<file path="config.mk">
export PLATFORM = sky130hd
export DESIGN_NAME = box_push_out_collision_core
export DESIGN_NICKNAME = d
export VERILOG_FILES = /design/src/hdl/bpoc_pkg.sv /design/src/hdl/box_push_out_collision_core.sv
export SDC_FILE = /design/constraint.sdc
export NUM_CORES = 2
export LEC_CHECK = 0
export BUFFER_PORTS_ARGS = -buffer_cell sky130_fd_sc_hd__clkbuf_2
export CAP_MARGIN = 20
export CORE_MARGIN = 10
export CORE_UTILIZATION = 65
export CTS_CLUSTER_DIAMETER = 120
export DETAILED_ROUTE_END_ITERATION = 7
export GPL_TIMING_DRIVEN = 0
export HOLD_SLACK_MARGIN = 0.02
export PLACE_DENSITY = 0.87
export SYNTH_ARGS = -nofsm -noshare
export SYNTH_HDL_FRONTEND = slang
export SYNTH_SLANG_ARGS = --single-unit
</file>
<file path="constraint.sdc">
create_clock -name clk_i -period 22.4 [get_ports clk_i]
set_input_delay 3.36 -clock clk_i [delete_from_list [all_inputs] [get_ports clk_i]]
set_output_delay 3.36 -clock clk_i [all_outputs]
set_load 0.01 [all_outputs]
</file>
<file path="src/hdl/bpoc_pkg.sv">
// Package: shared constants and codes for the box push-out collision core.
`default_nettype none
package bpoc_pkg;
  localparam int unsigned FracBits  = 8;
  localparam int unsigned CoordW    = 24;
  localparam int unsigned SizeW     = 10;
  localparam int unsigned RadW      = 18;
  // wide working width for differences and multiplier operands
  localparam int unsigned WideW     = 28;
  localparam int unsigned SqW       = 56;
  localparam int unsigned RootW     = 28;
  localparam int unsigned QuotW     = 48;
  localparam int unsigned DivIter   = 48;
  localparam int unsigned CntW      = 6;

  localparam logic signed [CoordW-1:0] CoordMax = {1'b0, {(CoordW-1){1'b1}}};
  localparam logic signed [CoordW-1:0] CoordMin = {1'b1, {(CoordW-1){1'b0}}};

  typedef enum logic [1:0] {
    FUNC_LOAD   = 2'd0,
    FUNC_CIRCLE = 2'd1,
    FUNC_SQUARE = 2'd2,
    FUNC_NONE   = 2'd3
  } func_e;

  typedef enum logic [0:0] {
    REG_BOX_WIDTH  = 1'b0,
    REG_BOX_HEIGHT = 1'b1
  } reg_e;

  typedef enum logic [3:0] {
    ST_IDLE,
    ST_PREP,
    ST_SQ1,
    ST_SQ2,
    ST_TEST,
    ST_ROOT,
    ST_PEN,
    ST_MULX,
    ST_DIVX,
    ST_MULY,
    ST_DIVY,
    ST_SQUARE,
    ST_DONE
  } state_e;
endpackage
`default_nettype wire

</file>
<file path="src/hdl/box_push_out_collision_core.sv">
// Top level: box centre keeper resolving circle and square obstacle collisions.
//
// Usage: requests arrive on s_axis (func on tuser; position, radius and side on
// tdata); each request produces exactly one result on m_axis (new centre plus
// pushed and centre_inside flags). Box size is set through the cfg write port
// while no request is in flight.
//
// A load or unused code goes from prep to done; a square obstacle passes one
// square step. A circle that misses stops after the overlap test, one whose centre
// sits in the box after the root; one that pushes runs a restoring square root
// (28 steps) and two restoring divisions (48 steps each), which share one
// subtract-compare unit, and one 28x28 multiplier is reused for the squares and
// the push products. One request at a time: s_axis_tready is high only in the
// idle state, so a request is accepted only once the last has left done.
// Reset: centre goes to (0,0), box size to 32 x 32 units, no result pending.
// Stall: the result stays registered on m_axis until taken; the next request
// may be accepted meanwhile, but its result waits in the done state until the
// output register is free.
`default_nettype none
module box_push_out_collision_core (
  input  wire logic        clk_i,
  input  wire logic        rst_ni,
  input  wire logic        s_axis_tvalid,
  output logic             s_axis_tready,
  // [1:0] func
  input  wire logic [1:0]  s_axis_tuser,
  // [23:0] pos_x, [47:24] pos_y, [65:48] circle_radius, [75:66] square_side,
  // [79:76] zero
  input  wire logic [79:0] s_axis_tdata,
  output logic             m_axis_tvalid,
  input  wire logic        m_axis_tready,
  // [23:0] centre_x, [47:24] centre_y, [48] pushed, [49] centre_inside, [55:50] zero
  output logic [55:0]      m_axis_tdata,
  input  wire logic        cfg_we_i,
  input  wire logic        cfg_index_i,
  input  wire logic [9:0]  cfg_data_i
);
  localparam int unsigned W  = bpoc_pkg::WideW;
  localparam int unsigned F  = bpoc_pkg::FracBits;
  localparam int unsigned CW = bpoc_pkg::CoordW;

  bpoc_pkg::state_e state_q, state_d;

  logic [9:0] box_w_q, box_h_q;
  logic signed [CW-1:0] box_x_q, box_y_q, box_x_d, box_y_d;
  logic signed [CW-1:0] ox_q, oy_q;
  logic [1:0]           func_q;
  logic signed [CW-1:0] px_q, py_q;
  logic [17:0]          rad_q;
  logic [9:0]           side_q;
  logic signed [W-1:0]  dx_q, dy_q, dx_d, dy_d;
  logic [bpoc_pkg::SqW-1:0] acc_q, acc_d;   // d2, then remainder of sqrt/div
  logic [bpoc_pkg::SqW-1:0] r2_q, r2_d;
  logic [bpoc_pkg::RootW-1:0] root_q, root_d;
  logic [bpoc_pkg::QuotW-1:0] quo_q, quo_d, num_q, num_d;
  logic                 nneg_q, nneg_d;
  logic [W-1:0]         pen_q, pen_d;
  logic [bpoc_pkg::CntW-1:0] cnt_q, cnt_d;
  logic                 inside_q, inside_d;
  logic                 out_v_q;
  logic [55:0]          out_q, out_d;
  logic                 out_load;

  logic in_acc, out_acc;
  assign in_acc  = s_axis_tvalid && s_axis_tready;
  assign out_acc = m_axis_tvalid && m_axis_tready;

  // box half and full extents in fixed point
  logic signed [W-1:0] hw, hh, fw, fh, side_f;
  assign hw = W'({box_w_q[9:1], F'(0)});
  assign hh = W'({box_h_q[9:1], F'(0)});
  assign fw = W'({box_w_q, F'(0)});
  assign fh = W'({box_h_q, F'(0)});
  assign side_f = W'({side_q, F'(0)});

  logic signed [W-1:0] bx, by, pxw, pyw;
  assign bx  = W'(box_x_q);
  assign by  = W'(box_y_q);
  assign pxw = W'(px_q);
  assign pyw = W'(py_q);

  // shared multiplier, operands selected by state
  logic signed [W-1:0] mul_a, mul_b;
  logic signed [2*W-1:0] mul_p;
  assign mul_p = mul_a * mul_b;

  // shared subtract-compare unit
  logic [bpoc_pkg::SqW:0] sub_a, sub_b, sub_r;
  assign sub_r = sub_a - sub_b;

  // saturating add of a signed offset to a coordinate
  function automatic logic signed [CW-1:0] sat_add(logic signed [CW-1:0] a,
                                                   logic signed [49:0] b);
    logic signed [50:0] s;
    s = 51'(a) + 51'(b);
    if (s > 51'(bpoc_pkg::CoordMax)) sat_add = bpoc_pkg::CoordMax;
    else if (s < 51'(bpoc_pkg::CoordMin)) sat_add = bpoc_pkg::CoordMin;
    else sat_add = s[CW-1:0];
  endfunction

  // square obstacle terms
  logic signed [W-1:0] left, top, ol, orr, ot, ob, mx, my, amx, amy;
  logic hit;
  always_comb begin
    left = bx - hw;
    top  = by - hh;
    hit  = (left < pxw + side_f) && (left + fw > pxw) &&
           (top < pyw + side_f) && (top + fh > pyw);
    ol   = (bx + hw) - pxw;
    orr  = (pxw + side_f) - left;
    ot   = (by + hh) - pyw;
    ob   = (pyw + side_f) - top;
    mx   = (ol < orr) ? ol : -orr;
    my   = (ot < ob) ? ot : -ob;
    amx  = mx[W-1] ? -mx : mx;
    amy  = my[W-1] ? -my : my;
  end

  // clamp of circle centre into box
  logic signed [W-1:0] cx, cy;
  always_comb begin
    cx = (pxw < bx - hw) ? bx - hw : pxw;
    cx = (cx > bx + hw) ? bx + hw : cx;
    cy = (pyw < by - hh) ? by - hh : pyw;
    cy = (cy > by + hh) ? by + hh : cy;
  end

  // next state
  always_comb begin
    state_d = state_q;
    case (state_q)
      bpoc_pkg::ST_IDLE:   if (in_acc) state_d = bpoc_pkg::ST_PREP;
      bpoc_pkg::ST_PREP: begin
        case (bpoc_pkg::func_e'(func_q))
          bpoc_pkg::FUNC_CIRCLE: state_d = bpoc_pkg::ST_SQ1;
          bpoc_pkg::FUNC_SQUARE: state_d = bpoc_pkg::ST_SQUARE;
          default:               state_d = bpoc_pkg::ST_DONE;
        endcase
      end
      bpoc_pkg::ST_SQ1:    state_d = bpoc_pkg::ST_SQ2;
      bpoc_pkg::ST_SQ2:    state_d = bpoc_pkg::ST_TEST;
      bpoc_pkg::ST_TEST:
        state_d = (acc_q < r2_q) ? bpoc_pkg::ST_ROOT : bpoc_pkg::ST_DONE;
      bpoc_pkg::ST_ROOT:
        if (cnt_q == bpoc_pkg::CntW'(1)) state_d = bpoc_pkg::ST_PEN;
      bpoc_pkg::ST_PEN:
        state_d = (root_q == '0) ? bpoc_pkg::ST_DONE : bpoc_pkg::ST_MULX;
      bpoc_pkg::ST_MULX:   state_d = bpoc_pkg::ST_DIVX;
      bpoc_pkg::ST_DIVX:   if (cnt_q == bpoc_pkg::CntW'(1)) state_d = bpoc_pkg::ST_MULY;
      bpoc_pkg::ST_MULY:   state_d = bpoc_pkg::ST_DIVY;
      bpoc_pkg::ST_DIVY:   if (cnt_q == bpoc_pkg::CntW'(1)) state_d = bpoc_pkg::ST_DONE;
      bpoc_pkg::ST_SQUARE: state_d = bpoc_pkg::ST_DONE;
      bpoc_pkg::ST_DONE:   if (!out_v_q || out_acc) state_d = bpoc_pkg::ST_IDLE;
      default:             state_d = bpoc_pkg::ST_IDLE;
    endcase
  end

  // datapath
  logic [bpoc_pkg::SqW-1:0] q_add;
  logic signed [49:0] push;
  always_comb begin
    box_x_d = box_x_q; box_y_d = box_y_q;
    dx_d = dx_q; dy_d = dy_q;
    acc_d = acc_q; r2_d = r2_q; root_d = root_q;
    quo_d = quo_q; num_d = num_q; nneg_d = nneg_q;
    pen_d = pen_q; cnt_d = cnt_q; inside_d = inside_q;
    mul_a = dx_q; mul_b = dx_q;
    sub_a = '0; sub_b = '0;
    q_add = '0; push = '0;
    out_load = 1'b0;
    case (state_q)
      bpoc_pkg::ST_IDLE: begin
        inside_d = 1'b0;
      end
      bpoc_pkg::ST_PREP: begin
        if (bpoc_pkg::func_e'(func_q) == bpoc_pkg::FUNC_LOAD) begin
          box_x_d = px_q; box_y_d = py_q;
        end
        dx_d = cx - pxw;
        dy_d = cy - pyw;
        // multiplier is free here: radius squared
        mul_a = W'(rad_q); mul_b = W'(rad_q);
        r2_d  = mul_p[bpoc_pkg::SqW-1:0];
      end
      bpoc_pkg::ST_SQ1: begin
        acc_d = mul_p[bpoc_pkg::SqW-1:0];
      end
      bpoc_pkg::ST_SQ2: begin
        mul_a = dy_q; mul_b = dy_q;
        acc_d = acc_q + mul_p[bpoc_pkg::SqW-1:0];
      end
      bpoc_pkg::ST_TEST: begin
        // start root: bit pairs of d2 come from r2, remainder in acc
        root_d = '0;
        cnt_d  = bpoc_pkg::CntW'(bpoc_pkg::RootW);
        r2_d   = acc_q;   // keep d2 for bit pairs
        acc_d  = '0;
      end
      bpoc_pkg::ST_ROOT: begin
        // remainder = rem*4 + next pair of d2
        q_add = {acc_q[bpoc_pkg::SqW-3:0], r2_q[bpoc_pkg::SqW-1 -: 2]};
        sub_a = {1'b0, q_add};
        sub_b = {1'b0, 26'(0), root_q, 2'b01};
        if (!sub_r[bpoc_pkg::SqW]) begin
          acc_d  = sub_r[bpoc_pkg::SqW-1:0];
          root_d = {root_q[bpoc_pkg::RootW-2:0], 1'b1};
        end else begin
          acc_d  = q_add;
          root_d = {root_q[bpoc_pkg::RootW-2:0], 1'b0};
        end
        r2_d  = {r2_q[bpoc_pkg::SqW-3:0], 2'b00};
        cnt_d = cnt_q - 1'b1;
      end
      bpoc_pkg::ST_PEN: begin
        pen_d = W'(rad_q) - W'(root_q);
        if (root_q == '0) inside_d = 1'b1;
      end
      bpoc_pkg::ST_MULX, bpoc_pkg::ST_MULY: begin
        mul_a = (state_q == bpoc_pkg::ST_MULX) ? dx_q : dy_q;
        mul_b = pen_q;
        nneg_d = mul_p[2*W-1];
        // magnitude plus half divisor for round to nearest
        num_d = bpoc_pkg::QuotW'(mul_p[2*W-1] ? -mul_p : mul_p) +
                bpoc_pkg::QuotW'(root_q[bpoc_pkg::RootW-1:1]);
        acc_d = '0;
        quo_d = '0;
        cnt_d = bpoc_pkg::CntW'(bpoc_pkg::DivIter);
      end
      bpoc_pkg::ST_DIVX, bpoc_pkg::ST_DIVY: begin
        sub_a = {1'b0, acc_q[bpoc_pkg::SqW-2:0], num_q[bpoc_pkg::QuotW-1]};
        sub_b = {1'b0, 28'(0), root_q};
        if (!sub_r[bpoc_pkg::SqW]) begin
          acc_d = sub_r[bpoc_pkg::SqW-1:0];
          quo_d = {quo_q[bpoc_pkg::QuotW-2:0], 1'b1};
        end else begin
          acc_d = sub_a[bpoc_pkg::SqW-1:0];
          quo_d = {quo_q[bpoc_pkg::QuotW-2:0], 1'b0};
        end
        num_d = {num_q[bpoc_pkg::QuotW-2:0], 1'b0};
        cnt_d = cnt_q - 1'b1;
        if (cnt_q == bpoc_pkg::CntW'(1)) begin
          push = nneg_q ? -50'(quo_d) : 50'(quo_d);
          if (state_q == bpoc_pkg::ST_DIVX) box_x_d = sat_add(box_x_q, push);
          else                              box_y_d = sat_add(box_y_q, push);
        end
      end
      bpoc_pkg::ST_SQUARE: begin
        if (hit) begin
          if (amx < amy) box_x_d = sat_add(box_x_q, -50'(mx));
          else           box_y_d = sat_add(box_y_q, -50'(my));
        end
      end
      bpoc_pkg::ST_DONE: begin
        out_load = !out_v_q || out_acc;
      end
      default: ;
    endcase
  end

  logic pushed;
  assign pushed = (func_q == bpoc_pkg::FUNC_CIRCLE || func_q == bpoc_pkg::FUNC_SQUARE) &&
                  (box_x_q != ox_q || box_y_q != oy_q);
  assign out_d = {6'd0, inside_q, pushed, box_y_q, box_x_q};

  // outputs
  always_comb begin
    s_axis_tready = (state_q == bpoc_pkg::ST_IDLE);
    m_axis_tvalid = out_v_q;
    m_axis_tdata  = out_q;
  end

  // control registers
  always_ff @(posedge clk_i or negedge rst_ni) begin
    if (!rst_ni) begin
      state_q  <= bpoc_pkg::ST_IDLE;
      box_w_q  <= 10'd32;
      box_h_q  <= 10'd32;
      box_x_q  <= '0;
      box_y_q  <= '0;
      out_v_q  <= 1'b0;
      cnt_q    <= '0;
      inside_q <= 1'b0;
    end else begin
      state_q  <= state_d;
      box_x_q  <= box_x_d;
      box_y_q  <= box_y_d;
      cnt_q    <= cnt_d;
      inside_q <= inside_d;
      if (out_load)     out_v_q <= 1'b1;
      else if (out_acc) out_v_q <= 1'b0;
      if (cfg_we_i) begin
        if (bpoc_pkg::reg_e'(cfg_index_i) == bpoc_pkg::REG_BOX_WIDTH) box_w_q <= cfg_data_i;
        else                                                          box_h_q <= cfg_data_i;
      end
    end
  end

  // payload registers
  always_ff @(posedge clk_i) begin
    if (in_acc) begin
      func_q <= s_axis_tuser;
      px_q   <= s_axis_tdata[23:0];
      py_q   <= s_axis_tdata[47:24];
      rad_q  <= s_axis_tdata[65:48];
      side_q <= s_axis_tdata[75:66];
      ox_q   <= box_x_q;
      oy_q   <= box_y_q;
    end
    dx_q   <= dx_d;
    dy_q   <= dy_d;
    acc_q  <= acc_d;
    r2_q   <= r2_d;
    root_q <= root_d;
    quo_q  <= quo_d;
    num_q  <= num_d;
    nneg_q <= nneg_d;
    pen_q  <= pen_d;
    if (out_load) out_q <= out_d;
  end

  // a new item is only taken while idle
  a_acc_idle: assert property (@(posedge clk_i) disable iff (!rst_ni)
    in_acc |=> state_q == bpoc_pkg::ST_PREP) else $error("accept outside idle");
  // result goes valid only from the done state
  a_out_src: assert property (@(posedge clk_i) disable iff (!rst_ni)
    $rose(out_v_q) |-> $past(state_q) == bpoc_pkg::ST_DONE) else $error("stray result");
  // centre never moves while idle
  a_hold: assert property (@(posedge clk_i) disable iff (!rst_ni)
    state_q == bpoc_pkg::ST_IDLE |=> $stable(box_x_q) && $stable(box_y_q))
    else $error("centre changed while idle");
endmodule
`default_nettype wire
</file>
**Word-level counts from Yosys, hierarchy flattened**

Index checks and enable logic that the tools add are counted.

- Bits of input ports: 98
- Logic and storage cells: 199
- Register bits: 576
- Output and inout port bits: 58

- Add/sub/neg operators: 31
- Reductions and logical operators: 31
- Muxes and demuxes: 60
- Eq/ne operators: 30
- $mul: 1
- Magnitude comparators: 20
- Bitwise gates (word level): 1

Operators by type and width:

| cell | number |
|---|---|
| 2-to-1 mux 24 bit | 18 |
| one-hot mux 56 bit (5 select lines) | 1 |
| 2-to-1 mux 28 bit | 9 |
| adder 24 x 50 -> 51 bit | 4 |
| greater-than comparator 51 x 24 -> 1 bit, second input constant | 4 |
| < comparator 51 x 24 -> 1 bit, second input constant | 4 |
| one-hot mux 28 bit (3 select lines) | 2 |
| one-hot mux 56 bit (3 select lines) | 1 |
| one-hot mux 24 bit (3 select lines) | 2 |
| 2-to-1 mux 56 bit | 2 |
| negator 28 bit | 4 |
| one-hot mux 56 bit (2 select lines) | 1 |
| negator 28 -> 50 bit | 2 |
| 2-to-1 mux 48 bit | 2 |
| one-hot mux 48 bit (2 select lines) | 1 |
| one-hot mux 47 bit (2 select lines) | 1 |
| < comparator 28 bit | 3 |
| one-hot mux 30 bit (2 select lines) | 1 |
| subtractor 57 bit | 1 |
| adder 56 bit | 1 |
| greater-than comparator 28 x 24 -> 1 bit | 2 |
| greater-than comparator 28 x 25 -> 1 bit | 2 |
| < comparator 56 bit | 1 |
| multiplier 28 x 28 -> 56 bit | 1 |
| other kinds (47) | 104 |

**Depth between registers and ports, before layout**

- Depth in word-level cells: 15
- Depth in mapped cells: 65
- Depth with buffers taken out: 62

**Least setup slack after synthesis**

OpenSTA, ideal clock, no wires.

- Kind: register -> register
- From: register state_q[2]
- To: register num_q[35] (netlist bit), data pin
- Slack: 6.471 ns
- Clock period less this slack: 15.929 ns
- Cell stages (with the launch flop): 55
- Arrival: 15.660 ns
- Data required time: 22.131 ns
- Library setup time: 0.269 ns
- Buffers on the path: 6
- Cells stage by stage: dfrtp_1 > clkbuf_1 > clkbuf_1 > nor3_1 > clkbuf_1 > a221oi_1 > nand2_1 > o21ai_1 > nand2b_1 > inv_1 > fa_1 > inv_1 > fa_1 > inv_1 > fa_1 > fa_1 > inv_1 > fa_1 > (+19 left out) > ha_1 > a21o_1 > a21oi_1 > o21bai_1 > a21oi_1 > o21ai_0 > a41o_1 > a21oi_1 > a21oi_1 > a2111oi_0 > o21bai_1 > a21oi_1 > o21ai_0 > a221oi_1 > nor2_1 > nand2_1 > xnor2_1 > o21ai_0

RTL lines:

| item | RTL line | text |
|---|---|---|
| from (decl) | box_push_out_collision_core.sv:42 | `bpoc_pkg::state_e state_q, state_d;` |
| from (signal assigned) | box_push_out_collision_core.sv:275 | `state_q <= bpoc_pkg::ST_IDLE;` |
| from (signal assigned) | box_push_out_collision_core.sv:284 | `state_q <= state_d;` |
| equality test 4 x 3 -> 1 bit / equality test 4 bit (equally long branches) | box_push_out_collision_core.sv:171, box_push_out_collision_core.sv:219 |  |
| 2-to-1 mux 28 bit / OR reduction 2 bit (equally long branches) | box_push_out_collision_core.sv:219, box_push_out_collision_core.sv:171 |  |
| one-hot mux 28 bit (3 select lines) | box_push_out_collision_core.sv:171 | `case (state_q)` |
| multiplier 28 x 28 -> 56 bit * | box_push_out_collision_core.sv:85 | `assign mul_p = mul_a * mul_b;` |
| via mul_p[55] | box_push_out_collision_core.sv:84 | `logic signed [2*W-1:0] mul_p;` |
| 2-to-1 mux 48 bit * | box_push_out_collision_core.sv:223 | `num_d = bpoc_pkg::QuotW'(mul_p[2*W-1] ? -mul_p : mul_p) +` |
| adder 48 x 27 -> 48 bit * | box_push_out_collision_core.sv:223 |  |
| one-hot mux 48 bit (2 select lines) * | box_push_out_collision_core.sv:171 |  |
| via num_d (one bit) | box_push_out_collision_core.sv:55 | `logic [bpoc_pkg::QuotW-1:0] quo_q, quo_d, num_q, num_d;` |
| to (signal assigned) | box_push_out_collision_core.sv:315 | `num_q <= num_d;` |
| to (decl) | box_push_out_collision_core.sv:55 |  |

Mark *: on every way through the listed nets, which the timed path passes. The rest lies on a longest branch.
A chain may end at the register's enable or synchronous reset.

**Worst setup path after layout**

- From: register state_q[2]
- To: register box_y_q[17]

- Word-level cells in the longest chain between the ends: 15

RTL lines:

| item | RTL line | text |
|---|---|---|
| equality test 4 bit (on tied branches) | box_push_out_collision_core.sv:171, box_push_out_collision_core.sv:243 |  |
| OR reduction 2 bit | box_push_out_collision_core.sv:171 |  |
| one-hot mux 56 bit (2 select lines) / one-hot mux 30 bit (2 select lines) (equally long branches) | box_push_out_collision_core.sv:171 |  |
| subtractor 57 bit | box_push_out_collision_core.sv:89 | `assign sub_r = sub_a - sub_b;` |
| 2-to-1 mux 1 bit | box_push_out_collision_core.sv:232 | `if (!sub_r[bpoc_pkg::SqW]) begin` |
| 2-to-1 mux 48 bit | box_push_out_collision_core.sv:171 |  |
| negator 48 -> 50 bit | box_push_out_collision_core.sv:242 | `push = nneg_q ? -50'(quo_d) : 50'(quo_d);` |
| 2-to-1 mux 50 bit | box_push_out_collision_core.sv:242 |  |
| adder 24 x 50 -> 51 bit | box_push_out_collision_core.sv:95 | `s = 51'(a) + 51'(b);` |
| < comparator 51 x 24 -> 1 bit | box_push_out_collision_core.sv:97 | `else if (s < 51'(bpoc_pkg::CoordMin)) sat_add = bpoc_pkg::CoordMin;` |
| 2-to-1 mux 24 bit | box_push_out_collision_core.sv:97 |  |
| 2-to-1 mux 24 bit | box_push_out_collision_core.sv:96 | `if (s > 51'(bpoc_pkg::CoordMax)) sat_add = bpoc_pkg::CoordMax;` |
| 2-to-1 mux 24 bit | box_push_out_collision_core.sv:243 | `if (state_q == bpoc_pkg::ST_DIVX) box_x_d = sat_add(box_x_q, push);` |
| 2-to-1 mux 24 bit | box_push_out_collision_core.sv:241 | `if (cnt_q == bpoc_pkg::CntW'(1)) begin` |
| one-hot mux 24 bit (3 select lines) | box_push_out_collision_core.sv:171 |  |
| to (signal assigned) | box_push_out_collision_core.sv:286 | `box_y_q <= box_y_d;` |
| to (decl) | box_push_out_collision_core.sv:45 | `logic signed [CW-1:0] box_x_q, box_y_q, box_x_d, box_y_d;` |

Parallel ways exist; a longest one is shown, timed or not. The select of a mux whose other input is x is not followed.

==> impl_results.md <==
- Average size of a mapped cell: 8.636 um^2
- Vias/cell: 6.783
- Leak pwr: 45.00 nW
- Failing checks: DRC
- Max Clock Skew: 0.05178 ns
- CTS tree: built
- CTS Root Cell: clkbuf_16
- Crit Path Class: register to register
- Latest clock arrival within the worst-skew pair: 0.73 ns
- Fraction of layout cells with a size suffix above 1: 4.659%
- Remaining antenna violation count after routing: 0
- Total die area: 157000 um^2
- Total wire length: 369.7 mm
- Final-stage net count: 12820
- CP Max Fanout: 10
- Post-CTS Setup Bufs: 0
- CTS buffer count: 73
- Synth top area cells: fa_1 (18%), edfxtp_1 (16%), ha_1 (13%), inv_1 (5.0%), xnor2_1 (4.5%)
- Minimum clock period: 20.89 ns
- Initial antenna violation count: 19
- Yosys reg bits: 576
- Commonest non-fill, non-tap cell in the layout: inv_1
- Top-Level Pins: 156
- Largest net degree at the start of global routing: 68
- Worst VDD drop: 0.0001277 V
- Crit path DAT: 21.51 ns
- Final setup vio count: 0
- Die height: 396.3 um
- Critical Path Source Type: register
- Fin. max-slew vios: 0
- Final Hold Fails: 0
- Clk pin slew, worst setup/hold paths: 0.06 ns
- Die W: 396.3 um
- Post-synth top area share: 18.38%
- CTS Hold Buffers Added: 0
- Library cells used by synthesis: 109
- Status: finished with violations
- First-pass GRT wire length: 539.4 mm
- Iter 0 DRT Violations: 11380
- H-tree levels: 3
- Vias in the first global route: 86580
- GRT overflow: 0
- Post-synthesis async set-or-reset flop share: 13.89%
- Cells after Synth: 10660
- Worst setup margin: 1.510 ns
- Hold Crit Class: register to register
- Sequential area share after synthesis: 18.36%
- Worst-margin pin slew: 1.308 ns
- DP HPWL: 301.2 mm
- Crit-path most repeated cell: clkbuf_1
- Global-route usage over all layers: 45.66%
- Library cell with the largest summed area after synthesis: fa_1
- Period Utilization, post-route: 93.26%
- CTS resizes: 0
- Per-cell routed wire length: 28.68 um
- Mapped Area: 92020 um^2
- Fmax achieved: 47.87 MHz
- Number of flops mapped to enable cells by yosys: 496
- Final routed DRC violation total: 9
- Row Count: 138
- Initial Utilization: 65.23%
- Max Buffers Root-to-Sink: 3
- Setup TNS: 0 ns
- Critical-path top delay cell: buf_1
- Final GP Congestion: 1.125
- Primary FF master, synth: edfxtp_1
- Synth Warn #: 0
- Slew margin rel.: 12.81%
- Pre-CTS WS: 2.865 ns
- Most frequent cells in the layout: inv_1 (1223), nor2_1 (989), ha_1 (944)
- IO Port Bufs: 145
- Vias: 87420
- CP endpoint kind: register
- CTS sink count: 576
- WHS: 0.4562 ns
- Core ar.: 141100 um^2
- Power Dens Cells: 59.51 nW/um^2
- Max_cap viols: 0
- RSZ-0062 raised after global routing: no
- Max incr delay on CP: 0.92 ns
- Synth-to-layout area growth: 6.953%
- Drt pass-1 iters: 8
- Critical Path RT: 23.02 ns
==> synth_stat cells, types with 113 or more instances <==
cell type	count
xnor2_1	475
nor2_1	990
nor3_1	181
o21a_1	118
inv_1	1223
nand3_1	162
nand2_1	923
o21ai_0	482
mux2i_1	125
fa_1	845
a21oi_1	644
ha_1	944
edfxtp_1	496
clkbuf_1	368
nor2b_1	113
nand2b_1	131
xor2_1	270
a21o_1	313
==> critical path, delay by kind of cell, from the launching register on <==
kind / cells / cell delay (ns)
AOI/OAI and AO/OA: 17 / 5.27
and+or+nand+nor: 16 / 4.99
DFF: 1 / 0.37
xor gates and xnor gates: 2 / 0.43
adders and majority gates: 4 / 1.25
buffers and inverters: 16 / 8.47
==> report_power, final <==
part | total (mW) | leakage (nW) | internal (mW) | switching [mW]
Combinational | 3.39 | 38.0 | 1.28 | 2.11
Sequential | 1.22 | 5.81 | 1.19 | 0.0344
Clock | 1.25 | 1.19 | 0.685 | 0.560
Total | 5.86 | 45.0 | 3.15 | 2.70
==> layer usage <==
layer | vias up | routed length [um] | track usage [%] | part of all wire [%]
li1 | 37620 | - | - | -
met1 | 41590 | 124900 | 52.59 | 34
met2 | 6380 | 154000 | 67.74 | 42
met3 | 1815 | 46830 | 13.58 | 13
met4 | 14 | 43880 | 42.82 | 12
met5 | - | 128 | 0 | 0.035
==> cells by family after synthesis <==
logic type / synth area share (%)
and+or+nand+nor: 15.95
adders and majority gates: 31.43
xor gates and xnor gates: 7.151
AOI/OAI and AO/OA: 18.38
buffers and inverters: 6.800
muxes: 1.923
other: 0.008161
DFF: 18.36
==> state kept, by name, summed over array words and instances (netlist names), 28 cells and up <==
| signal | cells |
|---|---|
| acc_q | 56 |
| dx_q | 28 |
| dy_q | 28 |
| m_axis_tdata | 50 |
| num_q | 48 |
| pen_q | 28 |
| quo_q | 47 |
| r2_q | 56 |
| root_q | 28 |
==> area by class of cell <==
| cell class | count | area, um^2 |
|---|---|---|
| diodes | 7 | 17.52 |
| plain buffers | 423 | 1634 |
| flip-flops and latches | 576 | 16900 |
| multi-input cells | 8429 | 69030 |
| clock inverters | 50 | 554.3 |
| repair buffers | 194 | 1379 |
| fillers | 11120 | 42650 |
| clock buffers | 85 | 1912 |
| inverters | 1233 | 4628 |
| well taps | 1890 | 2365 |
==> per-stage QoR <==
| step | total power, mW | area, um^2 | std cells | utilization (%) |
|---|---|---|---|---|
| 3_5_place_dp | 4.508 | 95860 | 12740 | 67.95 |
| 3_3_place_gp | 4.405 | 95130 | 12700 | 67.44 |
| 6_report | 5.857 | 98420 | 12890 | 69.77 |
| 4_1_cts | 5.750 | 98330 | 12870 | 69.70 |
| 2_1_floorplan | 3.570 | 92040 | 10660 | - |
| 5_1_grt | 6.164 | 98400 | 12880 | 69.76 |
==> worst paths after layout <==
check	startpoint	endpoint	slack [ns]	cells past startpoint
setup / recovery	state_q[2]	box_y_q[17]	1.51	55
hold / removal	inside_q	m_axis_tdata[49]	0.46	0
setup reg to reg	state_q[2]	box_y_q[17]	1.51	55
hold reg to reg	inside_q	m_axis_tdata[49]	0.46	0
max in group asynchronous	rst_ni	inside_q	19.04	2
min in group asynchronous	rst_ni	box_h_q[0]	2.57	1
No activity file was read; power rests on OpenSTA's default activity.
